`src/hdl/ajb_pkg.sv`:
```
// ----------------------------------------------------------------------------
// ajb_pkg
// Types and codes shared by the jitter buffer and its entry ring.
// ----------------------------------------------------------------------------
`default_nettype none

package ajb_pkg;

    typedef struct packed {
        logic [15:0] handle;
        logic [31:0] arrival;
        logic [31:0] tick;
    } entry_t;

    localparam logic [1:0] OP_PUSH  = 2'd0;
    localparam logic [1:0] OP_FLUSH = 2'd1;
    localparam logic [1:0] OP_RESET = 2'd2;

    localparam logic [2:0] KIND_STORED   = 3'd0;
    localparam logic [2:0] KIND_REPLACED = 3'd1;
    localparam logic [2:0] KIND_EVICTED  = 3'd2;
    localparam logic [2:0] KIND_LATE     = 3'd3;
    localparam logic [2:0] KIND_RELEASED = 3'd4;
    localparam logic [2:0] KIND_NONE     = 3'd5;
    localparam logic [2:0] KIND_RESET    = 3'd6;

    localparam logic [2:0] REG_INITIAL_DELAY   = 3'd0;
    localparam logic [2:0] REG_ADAPTIVE_ENABLE = 3'd1;
    localparam logic [2:0] REG_MAX_ENTRIES     = 3'd2;
    localparam logic [2:0] REG_SMOOTHING_GAIN  = 3'd3;
    localparam logic [2:0] REG_DELAY_SCALE     = 3'd4;
    localparam logic [2:0] REG_MIN_DELAY       = 3'd5;
    localparam logic [2:0] REG_MAX_DELAY       = 3'd6;

    localparam logic [23:0] RST_INITIAL_DELAY = 24'd50000;
    localparam logic [4:0]  RST_MAX_ENTRIES   = 5'd16;
    localparam logic [15:0] RST_GAIN          = 16'd6554;
    localparam logic [15:0] RST_SCALE         = 16'd1024;
    localparam logic [23:0] RST_MIN_DELAY     = 24'd10000;
    localparam logic [23:0] RST_MAX_DELAY     = 24'd500000;

    localparam logic [4:0] MAX_OUT = 5'd16;

endpackage

`default_nettype wire

```
`src/hdl/ajb_ring.sv`:
```
// ----------------------------------------------------------------------------
// ajb_ring
// Circular entry store addressed by position from the front entry.
// ----------------------------------------------------------------------------
`default_nettype none

module ajb_ring #(
    parameter int DEPTH = 16
) (
    input  wire logic                                 clk,
    input  wire logic                                 rst_n,
    input  wire logic                                 clr,
    input  wire logic                                 adv,
    input  wire logic                                 rd_en,
    input  wire logic [$clog2(DEPTH+1)-1:0]           rd_idx,
    input  wire logic                                 wr_en,
    input  wire logic [$clog2(DEPTH+1)-1:0]           wr_idx,
    input  wire ajb_pkg::entry_t                      wr_data,
    output ajb_pkg::entry_t                           rd_data
);
    import ajb_pkg::*;

    localparam int SZ = DEPTH + 1;
    localparam int AW = $clog2(SZ);

    entry_t          mem [SZ];
    logic [AW-1:0]   head_reg;
    entry_t          rd_data_reg;

    function automatic logic [AW-1:0] phys(input logic [AW-1:0] h, input logic [AW-1:0] i);
        logic [AW:0] s;
        s = {1'b0, h} + {1'b0, i};
        if (s >= (AW+1)'(SZ))
        begin
            s = s - (AW+1)'(SZ);
        end
        return s[AW-1:0];
    endfunction

    always_ff @(posedge clk or negedge rst_n)
    begin
        if (!rst_n)
        begin
            head_reg <= '0;
        end
        else if (clr)
        begin
            head_reg <= '0;
        end
        else if (adv)
        begin
            head_reg <= phys(head_reg, AW'(1));
        end
    end

    always_ff @(posedge clk)
    begin
        if (wr_en)
        begin
            mem[phys(head_reg, wr_idx)] <= wr_data;
        end
        if (rd_en)
        begin
            rd_data_reg <= mem[phys(head_reg, rd_idx)];
        end
    end

    assign rd_data = rd_data_reg;

endmodule

`default_nettype wire

```
`src/hdl/adaptive_jitter_buffer.sv`:
```
// ----------------------------------------------------------------------------
// adaptive_jitter_buffer
// Tick-ordered jitter buffer with adaptive hold delay.
// ----------------------------------------------------------------------------
// Channel   Dir  Handshake          Contents
// cfg       in   cfg_we             cfg_index, cfg_data
// s_axis    in   tvalid/tready      tuser op; tdata tick,arrival,handle,now
// m_axis    out  tvalid/tready      tuser kind; tlast; tdata result fields
//
// Push: optional jitter and delay update, then a scan for the slot, a shift of
// later entries and evictions over the cap; a late push is dropped unscanned.
// Flush releases ready entries from the front; one shared 32x16 multiplier.
// Reset clears control state; store contents are left as they are.
// A result waits in the output register; the sequencer stalls only when
// it must load a result while the previous one is still held.
// ----------------------------------------------------------------------------
`default_nettype none

module adaptive_jitter_buffer #(
    parameter int DEPTH = 16
) (
    input  wire logic         clk,
    input  wire logic         rst_n,
    input  wire logic         cfg_we,
    input  wire logic [2:0]   cfg_index,
    input  wire logic [23:0]  cfg_data,
    input  wire logic         s_axis_tvalid,
    output logic              s_axis_tready,
    // tick[31:0], arrival_time[63:32], payload_handle[79:64], current_time[111:80]
    input  wire logic [111:0] s_axis_tdata,
    // op[1:0]
    input  wire logic [1:0]   s_axis_tuser,
    output logic              m_axis_tvalid,
    input  wire logic         m_axis_tready,
    // out_tick[31:0], out_arrival[63:32], out_handle[79:64], occupancy[84:80],
    // current_delay[108:85], pushed_count[140:109], dropped_count[172:141]
    output logic [175:0]      m_axis_tdata,
    // kind[2:0]
    output logic [2:0]        m_axis_tuser,
    output logic              m_axis_tlast
);
    import ajb_pkg::*;

    localparam int AW = $clog2(DEPTH + 1);
    localparam int CW = $clog2(DEPTH + 2);

    localparam logic [4:0] S_IDLE = 5'd0;
    localparam logic [4:0] S_DEC  = 5'd1;
    localparam logic [4:0] S_GAP  = 5'd2;
    localparam logic [4:0] S_SAMP = 5'd3;
    localparam logic [4:0] S_DIFF = 5'd4;
    localparam logic [4:0] S_MULJ = 5'd5;
    localparam logic [4:0] S_UPDJ = 5'd6;
    localparam logic [4:0] S_MULD = 5'd7;
    localparam logic [4:0] S_UPDD = 5'd8;
    localparam logic [4:0] S_SRD  = 5'd9;
    localparam logic [4:0] S_SCHK = 5'd10;
    localparam logic [4:0] S_HRD  = 5'd11;
    localparam logic [4:0] S_HWR  = 5'd12;
    localparam logic [4:0] S_EVCT = 5'd13;
    localparam logic [4:0] S_DONE = 5'd14;
    localparam logic [4:0] S_FRD  = 5'd15;
    localparam logic [4:0] S_FCHK = 5'd16;
    localparam logic [4:0] S_FEND = 5'd17;

    logic [4:0]    state_reg, state_next;
    logic [1:0]    op_reg;
    entry_t        in_ent_reg;
    logic [31:0]   now_reg;

    logic [23:0]   init_delay_reg, init_delay_next;
    logic          adapt_en_reg, adapt_en_next;
    logic [4:0]    max_entries_reg, max_entries_next;
    logic [15:0]   gain_reg, gain_next;
    logic [15:0]   scale_reg, scale_next;
    logic [23:0]   min_delay_reg, min_delay_next;
    logic [23:0]   max_delay_reg, max_delay_next;

    logic [CW-1:0] count_reg, count_next;
    logic [31:0]   last_rel_reg, last_rel_next;
    logic [31:0]   smooth_reg, smooth_next;
    logic [31:0]   prev_arr_reg, prev_arr_next;
    logic [31:0]   prev_gap_reg, prev_gap_next;
    logic          first_reg, first_next;
    logic [23:0]   hold_reg, hold_next;
    logic [31:0]   push_tot_reg, push_tot_next;
    logic [31:0]   drop_tot_reg, drop_tot_next;
    logic [31:0]   work_reg, work_next;
    logic          up_reg, up_next;
    logic [CW-1:0] idx_reg, idx_next;
    logic [CW-1:0] j_reg, j_next;
    logic [2:0]    kind_reg, kind_next;
    logic [4:0]    fl_n_reg, fl_n_next;
    entry_t        pend_reg, pend_next;
    logic          have_pend_reg, have_pend_next;

    logic [31:0]   mul_a;
    logic [15:0]   mul_b;
    logic [47:0]   prod_reg;

    logic          rg_clr, rg_adv, rg_rd_en, rg_wr_en;
    logic [AW-1:0] rg_rd_idx, rg_wr_idx;
    entry_t        rg_wr_data, rg_rd_data;

    logic          out_free, out_load, out_last;
    logic [2:0]    out_kind;
    entry_t        out_ent;
    logic          m_valid_reg;
    logic [175:0]  m_data_reg;
    logic [2:0]    m_user_reg;
    logic          m_last_reg;

    logic [CW-1:0] cap;

    ajb_ring #(.DEPTH(DEPTH)) u_ring (
        .clk     (clk),
        .rst_n   (rst_n),
        .clr     (rg_clr),
        .adv     (rg_adv),
        .rd_en   (rg_rd_en),
        .rd_idx  (rg_rd_idx),
        .wr_en   (rg_wr_en),
        .wr_idx  (rg_wr_idx),
        .wr_data (rg_wr_data),
        .rd_data (rg_rd_data)
    );

    always_comb
    begin
        if (max_entries_reg == 5'd0)
        begin
            cap = CW'(1);
        end
        else if (32'(max_entries_reg) > DEPTH)
        begin
            cap = CW'(DEPTH);
        end
        else
        begin
            cap = CW'(max_entries_reg);
        end
    end

    assign mul_a = (state_reg == S_MULD) ? smooth_reg : work_reg;
    assign mul_b = (state_reg == S_MULD) ? scale_reg : gain_reg;

    always_ff @(posedge clk)
    begin
        prod_reg <= mul_a * mul_b;
    end

    assign out_free      = !m_valid_reg || m_axis_tready;
    assign s_axis_tready = (state_reg == S_IDLE);

    always_comb
    begin
        logic [48:0] rsum;
        logic [40:0] adp;
        logic [31:0] elapsed;
        logic        ready_e;

        state_next       = state_reg;
        init_delay_next  = init_delay_reg;
        adapt_en_next    = adapt_en_reg;
        max_entries_next = max_entries_reg;
        gain_next        = gain_reg;
        scale_next       = scale_reg;
        min_delay_next   = min_delay_reg;
        max_delay_next   = max_delay_reg;
        count_next       = count_reg;
        last_rel_next    = last_rel_reg;
        smooth_next      = smooth_reg;
        prev_arr_next    = prev_arr_reg;
        prev_gap_next    = prev_gap_reg;
        first_next       = first_reg;
        hold_next        = hold_reg;
        push_tot_next    = push_tot_reg;
        drop_tot_next    = drop_tot_reg;
        work_next        = work_reg;
        up_next          = up_reg;
        idx_next         = idx_reg;
        j_next           = j_reg;
        kind_next        = kind_reg;
        fl_n_next        = fl_n_reg;
        pend_next        = pend_reg;
        have_pend_next   = have_pend_reg;
        rg_clr           = 1'b0;
        rg_adv           = 1'b0;
        rg_rd_en         = 1'b0;
        rg_rd_idx        = '0;
        rg_wr_en         = 1'b0;
        rg_wr_idx        = '0;
        rg_wr_data       = in_ent_reg;
        out_load         = 1'b0;
        out_kind         = kind_reg;
        out_ent          = '0;
        out_last         = 1'b1;
        rsum             = '0;
        adp              = '0;
        elapsed          = now_reg - rg_rd_data.arrival;
        ready_e          = (now_reg >= rg_rd_data.arrival) && (elapsed >= {8'd0, hold_reg});

        if (cfg_we)
        begin
            case (cfg_index)
                REG_INITIAL_DELAY:
                begin
                    init_delay_next = cfg_data;
                    hold_next = (cfg_data > min_delay_reg) ? cfg_data : min_delay_reg;
                end
                REG_ADAPTIVE_ENABLE: adapt_en_next = cfg_data[0];
                REG_MAX_ENTRIES:     max_entries_next = cfg_data[4:0];
                REG_SMOOTHING_GAIN:  gain_next = cfg_data[15:0];
                REG_DELAY_SCALE:     scale_next = cfg_data[15:0];
                REG_MIN_DELAY:       min_delay_next = cfg_data;
                REG_MAX_DELAY:       max_delay_next = cfg_data;
                default: ;
            endcase
        end

        case (state_reg)
            S_IDLE:
            begin
                if (s_axis_tvalid)
                begin
                    state_next = S_DEC;
                end
            end
            S_DEC:
            begin
                idx_next = '0;
                case (op_reg)
                    OP_PUSH:
                    begin
                        push_tot_next = push_tot_reg + 32'd1;
                        if (in_ent_reg.tick <= last_rel_reg && last_rel_reg != 32'd0)
                        begin
                            drop_tot_next = drop_tot_reg + 32'd1;
                            kind_next = KIND_LATE;
                            state_next = S_DONE;
                        end
                        else if (adapt_en_reg && first_reg)
                        begin
                            first_next = 1'b0;
                            prev_arr_next = in_ent_reg.arrival;
                            state_next = S_SRD;
                        end
                        else if (adapt_en_reg)
                        begin
                            state_next = S_GAP;
                        end
                        else
                        begin
                            state_next = S_SRD;
                        end
                    end
                    OP_FLUSH:
                    begin
                        fl_n_next = '0;
                        have_pend_next = 1'b0;
                        state_next = S_FRD;
                    end
                    OP_RESET:
                    begin
                        rg_clr = 1'b1;
                        count_next = '0;
                        last_rel_next = '0;
                        smooth_next = '0;
                        prev_arr_next = '0;
                        prev_gap_next = '0;
                        first_next = 1'b1;
                        push_tot_next = '0;
                        drop_tot_next = '0;
                        kind_next = KIND_RESET;
                        state_next = S_DONE;
                    end
                    default: state_next = S_IDLE;
                endcase
            end
            S_GAP:
            begin
                prev_arr_next = in_ent_reg.arrival;
                work_next = in_ent_reg.arrival - prev_arr_reg;
                state_next = (in_ent_reg.arrival >= prev_arr_reg) ? S_SAMP : S_SRD;
            end
            S_SAMP:
            begin
                prev_gap_next = work_reg;
                work_next = (work_reg >= prev_gap_reg) ? work_reg - prev_gap_reg
                                                       : prev_gap_reg - work_reg;
                state_next = S_DIFF;
            end
            S_DIFF:
            begin
                up_next = (work_reg >= smooth_reg);
                work_next = (work_reg >= smooth_reg) ? work_reg - smooth_reg
                                                     : smooth_reg - work_reg;
                state_next = S_MULJ;
            end
            S_MULJ: state_next = S_UPDJ;
            S_UPDJ:
            begin
                rsum = {1'b0, prod_reg} + 49'd32768;
                smooth_next = up_reg ? smooth_reg + rsum[47:16] : smooth_reg - rsum[47:16];
                state_next = S_MULD;
            end
            S_MULD: state_next = S_UPDD;
            S_UPDD:
            begin
                rsum = {1'b0, prod_reg} + 49'd128;
                adp = rsum[48:8];
                if (adp > 41'(max_delay_reg))
                begin
                    adp = 41'(max_delay_reg);
                end
                if (adp < 41'(min_delay_reg))
                begin
                    adp = 41'(min_delay_reg);
                end
                hold_next = adp[23:0];
                state_next = S_SRD;
            end
            S_SRD:
            begin
                if (idx_reg < count_reg)
                begin
                    rg_rd_en = 1'b1;
                    rg_rd_idx = idx_reg[AW-1:0];
                    state_next = S_SCHK;
                end
                else
                begin
                    j_next = count_reg;
                    state_next = S_HRD;
                end
            end
            S_SCHK:
            begin
                if (rg_rd_data.tick < in_ent_reg.tick)
                begin
                    idx_next = idx_reg + CW'(1);
                    state_next = S_SRD;
                end
                else if (rg_rd_data.tick == in_ent_reg.tick)
                begin
                    rg_wr_en = 1'b1;
                    rg_wr_idx = idx_reg[AW-1:0];
                    kind_next = KIND_REPLACED;
                    state_next = S_EVCT;
                end
                else
                begin
                    j_next = count_reg;
                    state_next = S_HRD;
                end
            end
            S_HRD:
            begin
                if (j_reg > idx_reg)
                begin
                    rg_rd_en = 1'b1;
                    rg_rd_idx = AW'(j_reg - CW'(1));
                    state_next = S_HWR;
                end
                else
                begin
                    rg_wr_en = 1'b1;
                    rg_wr_idx = idx_reg[AW-1:0];
                    count_next = count_reg + CW'(1);
                    kind_next = KIND_STORED;
                    state_next = S_EVCT;
                end
            end
            S_HWR:
            begin
                rg_wr_en = 1'b1;
                rg_wr_idx = j_reg[AW-1:0];
                rg_wr_data = rg_rd_data;
                j_next = j_reg - CW'(1);
                state_next = S_HRD;
            end
            S_EVCT:
            begin
                if (count_reg > cap)
                begin
                    rg_adv = 1'b1;
                    count_next = count_reg - CW'(1);
                    drop_tot_next = drop_tot_reg + 32'd1;
                    kind_next = KIND_EVICTED;
                end
                else
                begin
                    state_next = S_DONE;
                end
            end
            S_DONE:
            begin
                if (out_free)
                begin
                    out_load = 1'b1;
                    state_next = S_IDLE;
                end
            end
            S_FRD:
            begin
                if (fl_n_reg < MAX_OUT && count_reg != '0)
                begin
                    rg_rd_en = 1'b1;
                    rg_rd_idx = '0;
                    state_next = S_FCHK;
                end
                else
                begin
                    state_next = S_FEND;
                end
            end
            S_FCHK:
            begin
                if (!ready_e)
                begin
                    state_next = S_FEND;
                end
                else if (!have_pend_reg || out_free)
                begin
                    if (have_pend_reg)
                    begin
                        out_load = 1'b1;
                        out_kind = KIND_RELEASED;
                        out_ent = pend_reg;
                        out_last = 1'b0;
                    end
                    pend_next = rg_rd_data;
                    have_pend_next = 1'b1;
                    last_rel_next = rg_rd_data.tick;
                    rg_adv = 1'b1;
                    count_next = count_reg - CW'(1);
                    fl_n_next = fl_n_reg + 5'd1;
                    state_next = S_FRD;
                end
            end
            S_FEND:
            begin
                if (out_free)
                begin
                    out_load = 1'b1;
                    out_kind = have_pend_reg ? KIND_RELEASED : KIND_NONE;
                    out_ent = have_pend_reg ? pend_reg : '0;
                    state_next = S_IDLE;
                end
            end
            default: state_next = S_IDLE;
        endcase
    end

    always_ff @(posedge clk)
    begin
        if (s_axis_tvalid && s_axis_tready)
        begin
            op_reg             <= s_axis_tuser;
            in_ent_reg.tick    <= s_axis_tdata[31:0];
            in_ent_reg.arrival <= s_axis_tdata[63:32];
            in_ent_reg.handle  <= s_axis_tdata[79:64];
            now_reg            <= s_axis_tdata[111:80];
        end
        work_reg <= work_next;
        up_reg   <= up_next;
        j_reg    <= j_next;
        pend_reg <= pend_next;
        if (out_load)
        begin
            m_data_reg <= {3'd0, drop_tot_next, push_tot_next, hold_next,
                           5'(count_reg), out_ent.handle, out_ent.arrival, out_ent.tick};
            m_user_reg <= out_kind;
            m_last_reg <= out_last;
        end
    end

    always_ff @(posedge clk or negedge rst_n)
    begin
        if (!rst_n)
        begin
            state_reg       <= S_IDLE;
            init_delay_reg  <= RST_INITIAL_DELAY;
            adapt_en_reg    <= 1'b1;
            max_entries_reg <= RST_MAX_ENTRIES;
            gain_reg        <= RST_GAIN;
            scale_reg       <= RST_SCALE;
            min_delay_reg   <= RST_MIN_DELAY;
            max_delay_reg   <= RST_MAX_DELAY;
            count_reg       <= '0;
            last_rel_reg    <= '0;
            smooth_reg      <= '0;
            prev_arr_reg    <= '0;
            prev_gap_reg    <= '0;
            first_reg       <= 1'b1;
            hold_reg        <= RST_INITIAL_DELAY;
            push_tot_reg    <= '0;
            drop_tot_reg    <= '0;
            idx_reg         <= '0;
            kind_reg        <= KIND_STORED;
            fl_n_reg        <= '0;
            have_pend_reg   <= 1'b0;
            m_valid_reg     <= 1'b0;
        end
        else
        begin
            state_reg       <= state_next;
            init_delay_reg  <= init_delay_next;
            adapt_en_reg    <= adapt_en_next;
            max_entries_reg <= max_entries_next;
            gain_reg        <= gain_next;
            scale_reg       <= scale_next;
            min_delay_reg   <= min_delay_next;
            max_delay_reg   <= max_delay_next;
            count_reg       <= count_next;
            last_rel_reg    <= last_rel_next;
            smooth_reg      <= smooth_next;
            prev_arr_reg    <= prev_arr_next;
            prev_gap_reg    <= prev_gap_next;
            first_reg       <= first_next;
            hold_reg        <= hold_next;
            push_tot_reg    <= push_tot_next;
            drop_tot_reg    <= drop_tot_next;
            idx_reg         <= idx_next;
            kind_reg        <= kind_next;
            fl_n_reg        <= fl_n_next;
            have_pend_reg   <= have_pend_next;
            if (out_load)
            begin
                m_valid_reg <= 1'b1;
            end
            else if (m_axis_tready)
            begin
                m_valid_reg <= 1'b0;
            end
        end
    end

    assign m_axis_tvalid = m_valid_reg;
    assign m_axis_tdata  = m_data_reg;
    assign m_axis_tuser  = m_user_reg;
    assign m_axis_tlast  = m_last_reg;

    a_count_bound: assert property (@(posedge clk) disable iff (!rst_n)
        state_reg == S_IDLE |-> count_reg <= CW'(DEPTH))
        else $error("entry count above depth while idle");

    a_flush_bound: assert property (@(posedge clk) disable iff (!rst_n)
        fl_n_reg <= MAX_OUT)
        else $error("flush released too many entries");

    a_busy_after_accept: assert property (@(posedge clk) disable iff (!rst_n)
        (s_axis_tvalid && s_axis_tready) |=> !s_axis_tready)
        else $error("input taken while an item is in work");

    a_no_overwrite: assert property (@(posedge clk) disable iff (!rst_n)
        (m_valid_reg && !m_axis_tready) |-> !out_load)
        else $error("held result overwritten");

    a_last_on_idle: assert property (@(posedge clk) disable iff (!rst_n)
        out_load && (state_next == S_IDLE) |-> out_last)
        else $error("final result without last");

endmodule

`default_nettype wire
```
`config.mk`:
```
export PLATFORM = sky130hd
export DESIGN_NAME = adaptive_jitter_buffer
export DESIGN_NICKNAME = d
export VERILOG_FILES = /design/src/hdl/ajb_pkg.sv /design/src/hdl/ajb_ring.sv /design/src/hdl/adaptive_jitter_buffer.sv
export SDC_FILE = /design/constraint.sdc
export NUM_CORES = 2
export LEC_CHECK = 0
export BUFFER_PORTS_ARGS = -buffer_cell sky130_fd_sc_hd__buf_2
export CAP_MARGIN = 5
export CORE_MARGIN = 2
export CORE_UTILIZATION = 40
export CTS_CLUSTER_DIAMETER = 60
export CTS_CLUSTER_SIZE = 14
export DETAILED_ROUTE_END_ITERATION = 16
export PLACE_DENSITY = 0.65
export SLEW_MARGIN = 10
export SYNTH_ARGS = -nofsm -noshare
export SYNTH_HDL_FRONTEND = slang
export SYNTH_SLANG_ARGS = --single-unit
```
`constraint.sdc`:
```
create_clock -name clk -period 16.9 [get_ports clk]
set_input_delay 2.535 -clock clk [delete_from_list [all_inputs] [get_ports clk]]
set_output_delay 2.535 -clock clk [all_outputs]
set_load 0.005 [all_outputs]
```
==> impl_metrics.csv <==
group,metric,value,unit
outcome,status,"complete, no violations",
route,routed-via-count,84290,
critical_path,cpMostUsedCell,"fa_1",
cells_and_area,syn2layout_area_growth,11.11,%
route,vias_per_cell,5.738,
yosys,syn_avg_cell_area,11.60,sq um
critical_path,crit_path_start_kind,"register",
timing,relSlewSlack,0.08757,
floorplanning,die_y,551.0,microns
cells_and_area,multi_input_area,0.05010,sq mm
critical_path,cp.required,17.68,ns
clocking,post_cts_resized,0,
floorplanning,std_cell_rows,200,
clocking,hold_buffers,0,
route,first_iter_violations,9589,
timing,tns,0,ns
yosys,netlist_instances,10310,
clocking,clk_pin_slew,0.07,ns
placed_design,dp_cells,14330,
floorplanning,io-pin-count,328,
global_routing,antenna_found_initial,11,
cells_and_area,mostFrequentLayoutCells,"edfxtp_1 (1849), nand2_1 (1633), inv_1 (907)",
timing,timing.fmax,0.09947,GHz
critical_path,crit_arrival,10.83,ns
route,final_antenna_net_count,0,
floorplanning,initial_utilization,0.4026,
route,first_pass_iters,6,
floorplanning,die_area,0.3036,sq mm
yosys,syn_area,0.1197,sq mm
cells_and_area,final_core_util,0.4473,
yosys,synth_ff_type,"edfxtp_1",
worst_hold_path,min-delay-path-class,"register to register",
cells_and_area,largest_reg_flops,1360,
global_routing,grt_pass1_vias,83300,
clocking,clock_path_buffers,4,
yosys,synth_edf_count,1849,
global_routing,grt_max_degree,185,
yosys,yosysWarnings,0,
global_routing,grt_first_pass_wirelength,556.9,mm
global_routing,grt_overflow,0,
yosys,yosys_register_bits,2223,
route,wirelength,383.3,mm
timing,finalHoldViolations,0,
critical_path,crit_type,"register to register",
cells_and_area,final_common_cell,"edfxtp_1",
floorplanning,die_x,551.0,microns
flow_run,cap_violations,0,
clocking,insertion_delay,0.95,ns
critical_path,end_kind,"register",
clocking,cts-htree-levels,4,
cells_and_area,layout-drive-gt1-share,0.1128,
floorplanning,core-area,0.2973,sq mm
critical_path,cp_max_fo,55,
timing,finalCriticalPeriod,10.05,ns
critical_path,worst_path_max_delay_cell,"mux2_2",
cells_and_area,regMostFlops,"u_ring.mem",
clocking,tritoncts,"built",
clocking,cts_buffers,209,
cells_and_area,seq_area,0.06471,sq mm
placed_design,io_buffers,324,
timing,setup_violations,0,
clocking,postCtsSetupRepairBufs,0,
timing,fin_hold_ws,0.4513,ns
route,drc,0,
yosys,yosysUniqueCellTypes,104,
placed_design,gp_congestion,0.9481,
critical_path,critPathMaxStageDelay,0.81,ns
clocking,clock_sinks,2223,
yosys,yosysSeqAreaShare,0.5408,
global_routing,grt_use_total,0.2473,
timing,max_slew.worst_pin.slew,1.360,ns
timing,rsz0062_at_grt,"false",
timing,finalCritPeriodShare,0.5949,
timing,slew_violations,0,
route,wl_per_cell,26.09,microns
placed_design,detailed_place_hpwl,256.7,mm
yosys,synth-async-reset-ratio,0.1498,
timing,skew,0.1104,ns
cells_and_area,fillers,26990,
cells_and_area,fin_cells,14690,
cells_and_area,nNetsFinal,11720,
clocking,cts-root-buf,"clkbuf_16",
## cells in the mapped netlist (all sizes together) (106+ instances only)
| cell type | number | share of area |
|---|---|---|
| edfxtp | 1849 | 0.46 |
| fa | 427 | 0.071 |
| ha | 542 | 0.057 |
| inv | 908 | 0.028 |
| nand3 | 420 | 0.018 |
| nor2 | 539 | 0.017 |
| a21o | 148 | 0.0093 |
| xnor2 | 185 | 0.014 |
| a21oi | 501 | 0.021 |
| mux2 | 112 | 0.011 |
| clkbuf | 359 | 0.011 |
| dfrtp | 304 | 0.064 |
| nand2 | 1636 | 0.051 |
| mux2i | 149 | 0.012 |
| mux4 | 160 | 0.030 |
| o21ai | 580 | 0.024 |
| nand4 | 117 | 0.0064 |
| and2 | 106 | 0.0055 |
## area by class of cell
class                           count  area share
Sequential cell                  2223      0.4867
Multi-Input combinational cell   6724      0.3768
Clock buffer                      283     0.04204
Tap cell                         3939     0.03706
Inverter                          910     0.02569
Timing Repair Buffer              538     0.02505
Clock inverter                     66    0.006568
Antenna cell                        8   0.0001506
## metrics by stage
step                worst slack [ns]  instance area, sq um
detailed placement             7.005                126500
CTS                            6.944                132900
global route                   6.261                133000
floorplan                      4.515                119700
global placement               7.134                126500
finish                         6.847                133000
## kinds of logic after synthesis
logic type,synth area share
xor gates and xnor gates,0.02005
adders and majority gates,0.1281
muxes,0.05314
DFF,0.5408
and+or+nand+nor,0.1184
buffers and inverters,0.04386
other,0.00003134
AOI/OAI and AO/OA,0.09571
## layer usage
layer / track usage / part of all wire
met1: 0.3343 / 0.40
met5: 0 / 0.000029
met3: 0.03145 / 0.081
met2: 0.3954 / 0.46
met4: 0.1195 / 0.054
## worst paths after layout
check | startpoint | end | slack [ns] | depth (start not counted)
max | state_reg[1] | prod_reg[47] | 6.85 | 30
min | u_ring.rd_data[53] | pend_reg[53] | 0.45 | 0
max reg2reg | state_reg[1] | prod_reg[47] | 6.85 | 30
min reg2reg | u_ring.rd_data[53] | pend_reg[53] | 0.45 | 0
max in group asynchronous | rst_n | max_delay_reg[3] | 13.06 | 3
min in group asynchronous | rst_n | last_rel_reg[0] | 1.69 | 1
## worst max-delay path, delay by kind of cell (launching register included)
kind | cells | cell delay, ns
AO/OA/AOI/OAI | 11 | 2.59
XOR/XNOR | 1 | 0.13
adder cells (fa/ha/maj) | 7 | 3.34
buffers and inverters | 5 | 1.17
flip-flops | 1 | 0.77
multiplexers | 1 | 0.81
AND/OR/NAND/NOR | 5 | 1.03
Power is not shown: default switching activity piles up to over one toggle a cycle in this logic, so the estimate is an artifact.
